[src/ohp_pkg.sv]
// Shared types, constants and direction ROM helpers for the orientation histogram.
`timescale 1ns / 1ps
`default_nettype none
package ohp_pkg;

  localparam int CountW   = 16;
  localparam int IdxW     = 8;
  localparam int SupportW = 18;

  localparam longint unsigned PiQ30  = 64'd3373259426;
  localparam longint unsigned OneQ30 = 64'd1073741824;

  // Token walking down the cell row during bin assignment.
  typedef struct packed {
    logic signed [15:0] nx;
    logic signed [15:0] ny;
    logic [31:0]        bestv;
    logic [IdxW-1:0]    best;
    logic [31:0]        pend;
    logic [IdxW-1:0]    pidx;
  } token_t;

  typedef struct packed {
    logic            shift;
    logic            inc;
    logic            clr;
    logic [IdxW-1:0] sel;
  } cell_ctrl_t;

  typedef enum logic [5:0] {
    ST_IDLE  = 6'b000001,
    ST_CLASS = 6'b000010,
    ST_INC   = 6'b000100,
    ST_SCAN1 = 6'b001000,
    ST_POINT = 6'b010000,
    ST_SCAN2 = 6'b100000
  } state_e;

  // Q30 series sum to Q1.15: negative clamps to 0, round half up, saturate.
  function automatic logic signed [15:0] q15_sat(longint v);
    longint r;
    if (v < 0) v = 0;
    r = (v + 16384) >>> 15;
    if (r > 32767) r = 32767;
    return 16'(r);
  endfunction

endpackage
`default_nettype wire

[src/ohp_cell.sv]
// One histogram cell: a direction's dot-product stage plus that bin's count.
`timescale 1ns / 1ps
`default_nettype none
module ohp_cell import ohp_pkg::*; #(
  parameter int                 IDX       = 0,
  parameter logic signed [15:0] COS       = 16'sd32767,
  parameter logic signed [15:0] SIN       = 16'sd0,
  parameter int                 MAX_COUNT = 65535
) (
  input  wire logic              clk_i,
  input  wire logic              rst_ni,
  input  wire cell_ctrl_t        ctrl_i,
  input  wire token_t            tok_i,
  output      token_t            tok_o,
  input  wire logic [CountW-1:0] nbr_count_i,
  output      logic [CountW-1:0] count_o
);

  token_t             tok_d, tok_q;
  logic [CountW-1:0]  count_d, count_q;
  logic signed [31:0] prod_x, prod_y;
  logic signed [32:0] dot;

  always_comb begin
    prod_x = tok_i.nx * COS;
    prod_y = tok_i.ny * SIN;
    dot    = prod_x + prod_y;
    tok_d  = tok_i;
    // previous cell's product is compared here, one stage late
    if (tok_i.pend > tok_i.bestv) begin
      tok_d.bestv = tok_i.pend;
      tok_d.best  = tok_i.pidx;
    end
    tok_d.pend = dot[32] ? 32'(-dot) : 32'(dot);
    tok_d.pidx = IdxW'(IDX);
  end

  always_comb begin
    count_d = count_q;
    if (ctrl_i.clr) begin
      count_d = '0;
    end else if (ctrl_i.shift) begin
      count_d = nbr_count_i;
    end else if (ctrl_i.inc && ctrl_i.sel == IdxW'(IDX) && count_q < CountW'(MAX_COUNT)) begin
      count_d = count_q + 1'b1;
    end
  end

  always_ff @(posedge clk_i) begin
    tok_q <= tok_d;
  end

  always_ff @(posedge clk_i or negedge rst_ni) begin
    if (!rst_ni) begin
      count_q <= '0;
    end else begin
      count_q <= count_d;
    end
  end

  assign tok_o   = tok_q;
  assign count_o = count_q;

endmodule
`default_nettype wire

[config.mk]
export PLATFORM = sky130hd
export DESIGN_NAME = ohp_cell
export DESIGN_NICKNAME = d
export VERILOG_FILES = /design/src/ohp_pkg.sv /design/src/ohp_cell.sv
export SDC_FILE = /design/constraint.sdc
export NUM_CORES = 1
export LEC_CHECK = 0
export BUFFER_PORTS_ARGS = -buffer_cell sky130_fd_sc_hd__buf_2
export CAP_MARGIN = 20
export CORE_UTILIZATION = 57
export DETAILED_ROUTE_END_ITERATION = 6
export GPL_TIMING_DRIVEN = 0
export PLACE_DENSITY = 0.83
export SYNTH_ARGS = -nofsm -noshare
export SYNTH_HDL_FRONTEND = slang
export SYNTH_SLANG_ARGS = --single-unit
[constraint.sdc]
create_clock -name clk_i -period 2.9 [get_ports clk_i]
set_input_delay 0.29 -clock clk_i [delete_from_list [all_inputs] [get_ports clk_i]]
set_output_delay 0.29 -clock clk_i [all_outputs]
set_load 0.01 [all_outputs]
==> Word level (Yosys, flattened, before mapping) <==
Cells that the tools add are included.
{ "classes": {"order_cmp": 2, "add_sub_neg": 2, "reduce_logical": 4, "bitwise_logic": 0, "div": 0, "mul": 1, "shifts": 0, "eq_ne": 0, "muxes": 5} }
{ "ops": {"columns": ["cell", "n"], "rows": [
  ["$mux 16", 3],
  ["$mux 40", 1],
  ["$gt 32x32->1", 1],
  ["$mul 16x16->32 const B", 1],
  ["$neg 32->32", 1],
  ["$mux 31", 1],
  ["$add 16x1->16 const B", 1],
  ["$lt 16x16->1 const B", 1],
  ["$logic_not 8->1", 1],
  ["$reduce_bool 3->1", 1],
  ["$logic_and 1x1->1", 2]
]} }
{ "word_totals": {"ramBits": 0, "latch_bits": 0, "romBits": 0, "elab_cells": 21, "memories": 0, "reg_bits": 120, "output_inout_bits": 128} }

==> Longest topological paths before layout <==
Gate-level depths: netlist (run 1).
{ "logic_depth": {"ltp_word": 6, "depth_mapped": 28, "mapped_depth_nobuf": 25} }

==> Worst setup path before layout (run 1) <==
Ideal clock, no wire load.
{ "synth_path": {"path_type": "input port to flip-flop", "startpoint": "in tok_i[110] (netlist name)", "endpoint": "reg tok_q, in the netlist tok_o[38]", "stages": 22, "t_arrival_ns": 6.779, "n_path_buf": 1, "setup_time_ns": 0.072, "required_time_ns": 2.828, "path_slack_ns": -3.951, "cell_sequence": "clkbuf_1 inv_1 ha_1 xor2_1 inv_1 fa_1 fa_1 fa_1 fa_1 inv_1 fa_1 inv_1 ha_1 a21o_2 o21bai_2 or3_4 xor2_1 or4_4 nand4bb_4 or4_4 o31ai_2 xnor2_1"} }
{ "synth_lines": {"columns": ["element", "line_no", "source"], "rows": [
  ["start, declared", "ohp_cell.sv:13", "input wire token_t tok_i,"],
  ["end signal, assigned", "ohp_cell.sv:50", "tok_q <= tok_d;"],
  ["end, declared", "ohp_cell.sv:19", "token_t tok_d, tok_q;"]
]} }

==> Worst setup path in the final report (run 1) <==
{ "layout_path": {"startpoint": "in tok_i[104] (netlist name)", "endpoint": "reg tok_q, in the netlist tok_o[39]"} }
{ "layout_between": {"elab_chain_len": 2} }
{ "layout_lines": {"columns": ["element", "line_no", "source"], "rows": [
  ["$mul 16x16->32 *", "ohp_cell.sv:25", "prod_x = tok_i.nx * COS;"],
  ["$neg 32->32", "ohp_cell.sv:34", "tok_d.pend = dot[32] ? 32'(-dot) : 32'(dot);"]
]} }
Mark *: on every way between the ends. The rest lies on a longest branch, timed or not.
A chain may end at the register's enable or synchronous reset.

==> results.md, run 1 <==
* Share of the synthesized area in the top cell type at 0.228
* First drt pass iteration count at 6
* Critical setup path kind: in -> reg
* GRT Overall Usage at 0.303
* Final min period at 6470 ps
* Setup slack, reg-to-reg at 190 ps
* FFs w/ async S/R, synth at 0.134
* #FFs+latches synth at about 120
* First-pass GRT wire length at 52500 µm
* Chip width at 150 µm
* Worst-path clk slew at about 70 ps
* Outcome: complete, but fails checks
* Violated checks: setup timing
* GPL Wtd Cong at a little over 0.9
* FF-to-FF path depth at 10
* Worst flop-to-flop path endpoint: count_o[11]$_DFFE_PN0P_
* DR DRC count at 0
* TritonCTS clock tree: built
* Worst Hold Depth at 1
* Site Rows at 53
* CP Launch Point: tok_i[104]
* Layout fillers at about 1300
* Max cap viols at 0
* Area Overhead vs Synth at 33.0%
* Worst Hold Class: in -> reg
* Hold_sp: tok_i[107]
* Final wirelength at 36300 µm
* Die area at 22500 µm²
* Initial antenna violation count at 0
* Met1 wire length at 12900 µm
* Nets@finish at between 2000 and 2500
* Core area at 21200 µm²
* CP startpoint kind: primary input
* H-tree levels at 4
* Post-placement setup slack at -4720 ps
* Post-Layout Inst Area at 16600 µm²
* Pin count of the biggest net entering global routing at 54
* Layout cells sized above 1 at 0.368
* Post-synth cell types at 78
* Register area share after synthesis at 0.198
* Longest Clk Path Bufs at 2
* # diodes at 0
* Root Driver: clkbuf_16
* Cell taking the most area after synthesis: fa_1
* Critical-path maximum fanout at 7
* Commonest cells post-synth: inv_1 (258), ha_1 (165), fa_1 (142), dfxtp_1 (103), nor2_1 (75)
* WHS Endpoint: tok_o[107]$_DFF_P_
* Initial Utilization at 0.587
* Post-route clock skew at 13.4 ps
* Via/cell ratio at 5.51
* Routed Antenna Nets at 0
* Worst path arrival time at 6830 ps
* Placed cell areas at 14400 µm²
* DR WL met3 at around 2400 µm
* Vias at 10700
* Most numerous cell in the Yosys netlist: inv_1
* DP HPWL at 25100 µm
* CP endpoint kind: flop
* Syn avg cell area at 9.65 µm²
* RSZ-0062 raised after global routing: yes
* I/O Buffers at 259
* Synth top area cells: fa_1 (23%), ha_1 (17%), dfxtp_1 (17%)
* Final Hold Fails at 0
* Tightest Pin Transition at approximately 850 ps
* Highest metal used: met4
* Num CTS Buffers at 17
* Slew HR at 0.426
* Drt wl/cell at between 15 and 20 µm
* Met2 WL at 19000 µm
* Mapped Cells at 1291
* Syn Std Cell Area at 12500 µm²
* Clk Latency, worst-skew pair at 430 ps
* Final worst slack at -3570 ps
* I/O pin count at 269
* Fmax at 155 MHz
* Vert. Die Dim at 150 µm
* Total grt overflow at 0
* Critical Path RT at around 3300 ps
* EDFF count, synth at 0
* Clock sink count at 119
* Warnings from Yosys at 0
* Final Slew Violations at 0
* Number of global-route vias before repair at 10900
* Tcrit/Tclk final at 2.23
* FF-to-FF Start: count_o[0]$_DFFE_PN0P_
* Most used DFF post-synth: dfxtp_1
* First DRT Iteration DRCs at a little over 600
* Final setup fails at 31
## cell type report
type | count | area, µm² | area share
Sequential cell | 119 | 2460 | 0.149
Buffer | 29 | 238 | 0.0143
Tap cell | 275 | 344 | 0.0208
Multi-Input combinational cell | 885 | 9740 | 0.588
Clock buffer | 18 | 429 | 0.0259
Timing Repair Buffer | 351 | 2230 | 0.135
Clock inverter | 14 | 129 | 0.00778
Inverter | 258 | 998 | 0.0603
## per-layer routing
| metal | global-route usage | vias to the layer above |
|---|---|---|
| met3 | 0.0470 | 147 |
| met1 | 0.333 | 5198 |
| met4 | 0.133 | 0 |
| met2 | 0.571 | 521 |
| met5 | 0 | - |
| li1 | - | 4880 |
## metrics by stage
step	util	cells	TNS (ps)	hold WS (ps)
after floorplan	-	1298	-93540	-5.59
after global placement	0.678	1832	-140600	223
after detailed placement	0.678	1832	-147170	227
after CTS	0.747	1920	-96310	26.1
after global routing	0.781	1949	-105500	14.8
final	0.781	1949	-100770	20.4
## logic make-up after synthesis
kind of cell / after synthesis / synth area share
and+or+nand+nor: 230 / 0.0944
DFF: 119 / 0.198
muxes: 44 / 0.0394
other: 1 / 0.000301
adders and majority gates: 307 / 0.394
buffers and inverters: 294 / 0.0943
xor gates and xnor gates: 118 / 0.0847
AOI/OAI and AO/OA: 178 / 0.0956
## sequential cells by signal, summed over array words and instances, names as in the netlist
name	cells
tok_o	103
count_o	16
## cell usage in the layout, fill, tap and decap left out, types with 28 or more instances in the layout
| cell | instances |
|---|---|
| ha_1 | 144 |
| mux2_2 | 40 |
| a21o_1 | 33 |
| xor2_1 | 49 |
| fa_1 | 125 |
| buf_4 | 73 |
| nand2_1 | 39 |
| buf_2 | 244 |
| inv_1 | 222 |
| xnor2_1 | 45 |
| inv_2 | 28 |
| a21oi_1 | 44 |
| dfxtp_1 | 103 |
| nor2_1 | 70 |
## worst max-delay path by stage
stage	to	slack, ps
finish	tok_o[39]$_SDFF_PP0_	-3570
global route	tok_o[39]$_SDFF_PP0_	-3750
CTS	tok_o[38]$_DFF_P_	-3440
detailed placement	tok_o[38]$_DFF_P_	-4720
global placement	tok_o[38]$_DFF_P_	-4620
floorplan	tok_o[38]$_DFF_P_	-3520
## worst max-delay path, stage by stage
cell and delay, ps:
buf_8 80, clkinvlp_4 140, buf_6 160, fa_2 500, fa_1 590, inv_2 60
fa_2 570, fa_2 450, fa_1 510, inv_2 40, fa_1 520, inv_2 50
ha_4 300, nand4_1 190, nor2_1 230, o21ai_0 120, nor3b_2 190, xnor2_2 190
or4_4 560, nand4bb_4 250, buf_6 150, or3_4 400, nor4_4 260
## what timing repair did
item,CTS,global route
hold buffers,18,1
resized for setup,99,123
endpoints found under the setup margin,32,72
hold endpoints to repair,33,1
setup buffers,41,31
pin swaps,56,68
cloned,1,1
Power of run 1 is not shown: default switching activity piles up to over one toggle a cycle in this logic, so the estimate is an artifact.
==> inputs of run 2 (changes only) <==
CORE_UTILIZATION = 35   (was 57)
PLACE_DENSITY = default   (was 0.83)
==> results.md, run 2 (synthesis gave the netlist of run 1 again) <==
* Outcome: complete, but fails checks (unchanged)
* Violated checks: setup timing (unchanged)
* Critical Path RT at 3230 ps (was 3250 ps)
* Root Driver: clkbuf_16 (unchanged)
* Final Slew Violations at 0 (unchanged)
* Total grt overflow at 0 (unchanged)
* Fmax at 156 MHz (was 155 MHz)
* Clk Latency, worst-skew pair at 430 ps (about the same)
* CP startpoint kind: primary input (unchanged)
* Tightest Pin Transition at 847 ps (was 854 ps)
* DR DRC count at 0 (unchanged)
* Vert. Die Dim at 191 µm (was 150 µm)
* Routed Antenna Nets at 0 (unchanged)
* Site Rows at 68 (was 53)
* # diodes at 0 (unchanged)
* Core area at 34800 µm² (was 21200 µm²)
* I/O pin count at 269 (unchanged)
* Longest Clk Path Bufs at 2 (unchanged)
* TritonCTS clock tree: built (unchanged)
* Number of global-route vias before repair at 10500 (was 10900)
* Via/cell ratio at 4.74 (was 5.51)
* First DRT Iteration DRCs at 332 (was 623)
* Post-placement setup slack at -4340 ps (was -4720 ps)
* Dpl cells at 2013 (was 1832)
* Nets@finish at 2095 (was 2109)
* Worst path arrival time at 6740 ps (was 6830 ps)
* Worst-path clk slew at 70 ps (about the same)
* Cell Count, Final, Fillers Out at 2115 (was 1949)
* Most frequent cells in the layout: buf_2 (244), inv_1 (242), ha_1 (150), fa_1 (130), dfxtp_1 (103) (was buf_2 (244), inv_1 (222), ha_1 (144), fa_1 (125), dfxtp_1 (103))
* Final Hold Fails at 0 (unchanged)
* First-pass GRT wire length at 53000 µm (was 52500 µm)
* CP endpoint kind: flop (unchanged)
* Initial Utilization at 0.358 (was 0.587)
* Tcrit/Tclk final at 2.21 (was 2.23)
* Die area at 36400 µm² (was 22500 µm²)
* Layout fillers at 3302 (was 1291)
* First drt pass iteration count at 4 (was 6)
* Critical setup path kind: in -> reg (unchanged)
* GPL Wtd Cong at 0.891 (was 0.918)
* Area Overhead vs Synth at 32.6% (was 33.0%)
* Critical-path maximum fanout at 8 (was 7)
* H-tree levels at 4 (unchanged)
* Final wirelength at 33400 µm (was 36300 µm)
* Initial antenna violation count at 1 (was 0)
* Drt wl/cell at 15.8 µm (was 18.6 µm)
* Final min period at 6420 ps (was 6470 ps)
* Final setup fails at 31 (unchanged)
* Layout cells sized above 1 at 0.333 (was 0.368)
* Max cap viols at 0 (unchanged)
* Pin count of the biggest net entering global routing at 31 (was 54)
* I/O Buffers at 259 (unchanged)
* Post-route clock skew at 6.90 ps (was 13.4 ps)
* Max reg flops at 103 (unchanged)
* GRT Overall Usage at 0.189 (was 0.303)
* Most common cell after layout, fill and taps aside: buf_2 (unchanged)
* Worst Hold Class: in -> reg (unchanged)
* Slew HR at 0.433 (was 0.426)
* Vias at 10000 (was 10700)
* Num CTS Buffers at 17 (unchanged)
* RSZ-0062 raised after global routing: yes (unchanged)
* Clock sink count at 119 (unchanged)
* DP HPWL at 26800 µm (was 25100 µm)
* Chip width at 191 µm (was 150 µm)
* Final worst slack at -3520 ps (was -3570 ps)
## run 2: stage by stage
step	utilization	cell area [µm²]	setup TNS [ps]	hold slack, ps
floorplan	-	12700	-93540	-5.59
CTS	0.464	16200	-97390	8.30
global placement	0.420	14600	-148890	236
global route	0.475	16500	-105840	20.4
detailed placement	0.421	14600	-138650	238
finish	0.475	16500	-97940	37.4
## run 2: final timing paths
| kind | depth (start not counted) | slack, ps | to | from |
|---|---|---|---|---|
| worst max-delay path | 26 | -3520 | tok_o[38]$_DFF_P_ | tok_i[102] |
| worst min-delay path | 1 | 40 | tok_o[99]$_DFF_P_ | tok_i[99] |
| worst max register to register | 10 | 210 | count_o[11]$_DFFE_PN0P_ | count_o[0]$_DFFE_PN0P_ |
| worst min register to register | 3 | 670 | count_o[13]$_DFFE_PN0P_ | count_o[13]$_DFFE_PN0P_ |
| max in group asynchronous | 2 | 2280 | count_o[1]$_DFFE_PN0P_ | rst_ni |
| min in group asynchronous | 2 | 330 | count_o[7]$_DFFE_PN0P_ | rst_ni |
## run 2: metal layers
metal  routed length, µm  GRT usage  up-vias
li1                    -          -     4855
met1               13900      0.224     4865
met2               17000      0.342      270
met3                1930     0.0374       28
met4                 485     0.0523        2
met5                  12          0        -
## run 2: area by class of cell
cell class	instances	area, µm²	share of cell area
tap	455	569	0.0344
clock inverter	14	161	0.00976
inverter	258	986	0.0596
buffer	32	256	0.0155
sequential	119	2460	0.149
timing repair buffer	333	2040	0.124
clock buffer	18	450	0.0273
multi-input combinational	886	9600	0.581
## run 2: timing repair
item	4_1_cts	5_1_grt
hold buffers	19	0
endpoints found under the setup margin	33	34
hold endpoints to repair	34	0
resized for setup	94	61
setup buffers	41	10
pin swaps	41	19
gates cloned	3	0
## run 2: worst max-delay path: stages
cell and delay [ps]:
buf_8 80, clkinvlp_4 160, fa_2 640, xor2_1 160
ha_2 310, fa_1 500, inv_1 50, fa_1 490
inv_2 40, fa_1 550, inv_2 40, fa_1 540
inv_2 50, ha_4 230, buf_8 130, a21oi_4 160
o21ai_0 130, a21oi_2 240, buf_4 160, buf_4 90
xnor2_1 220, nor4_1 400, nand3b_1 180, or4_4 600
o31ai_4 190, xnor2_1 90
Power of run 2 is left out for the same reason.
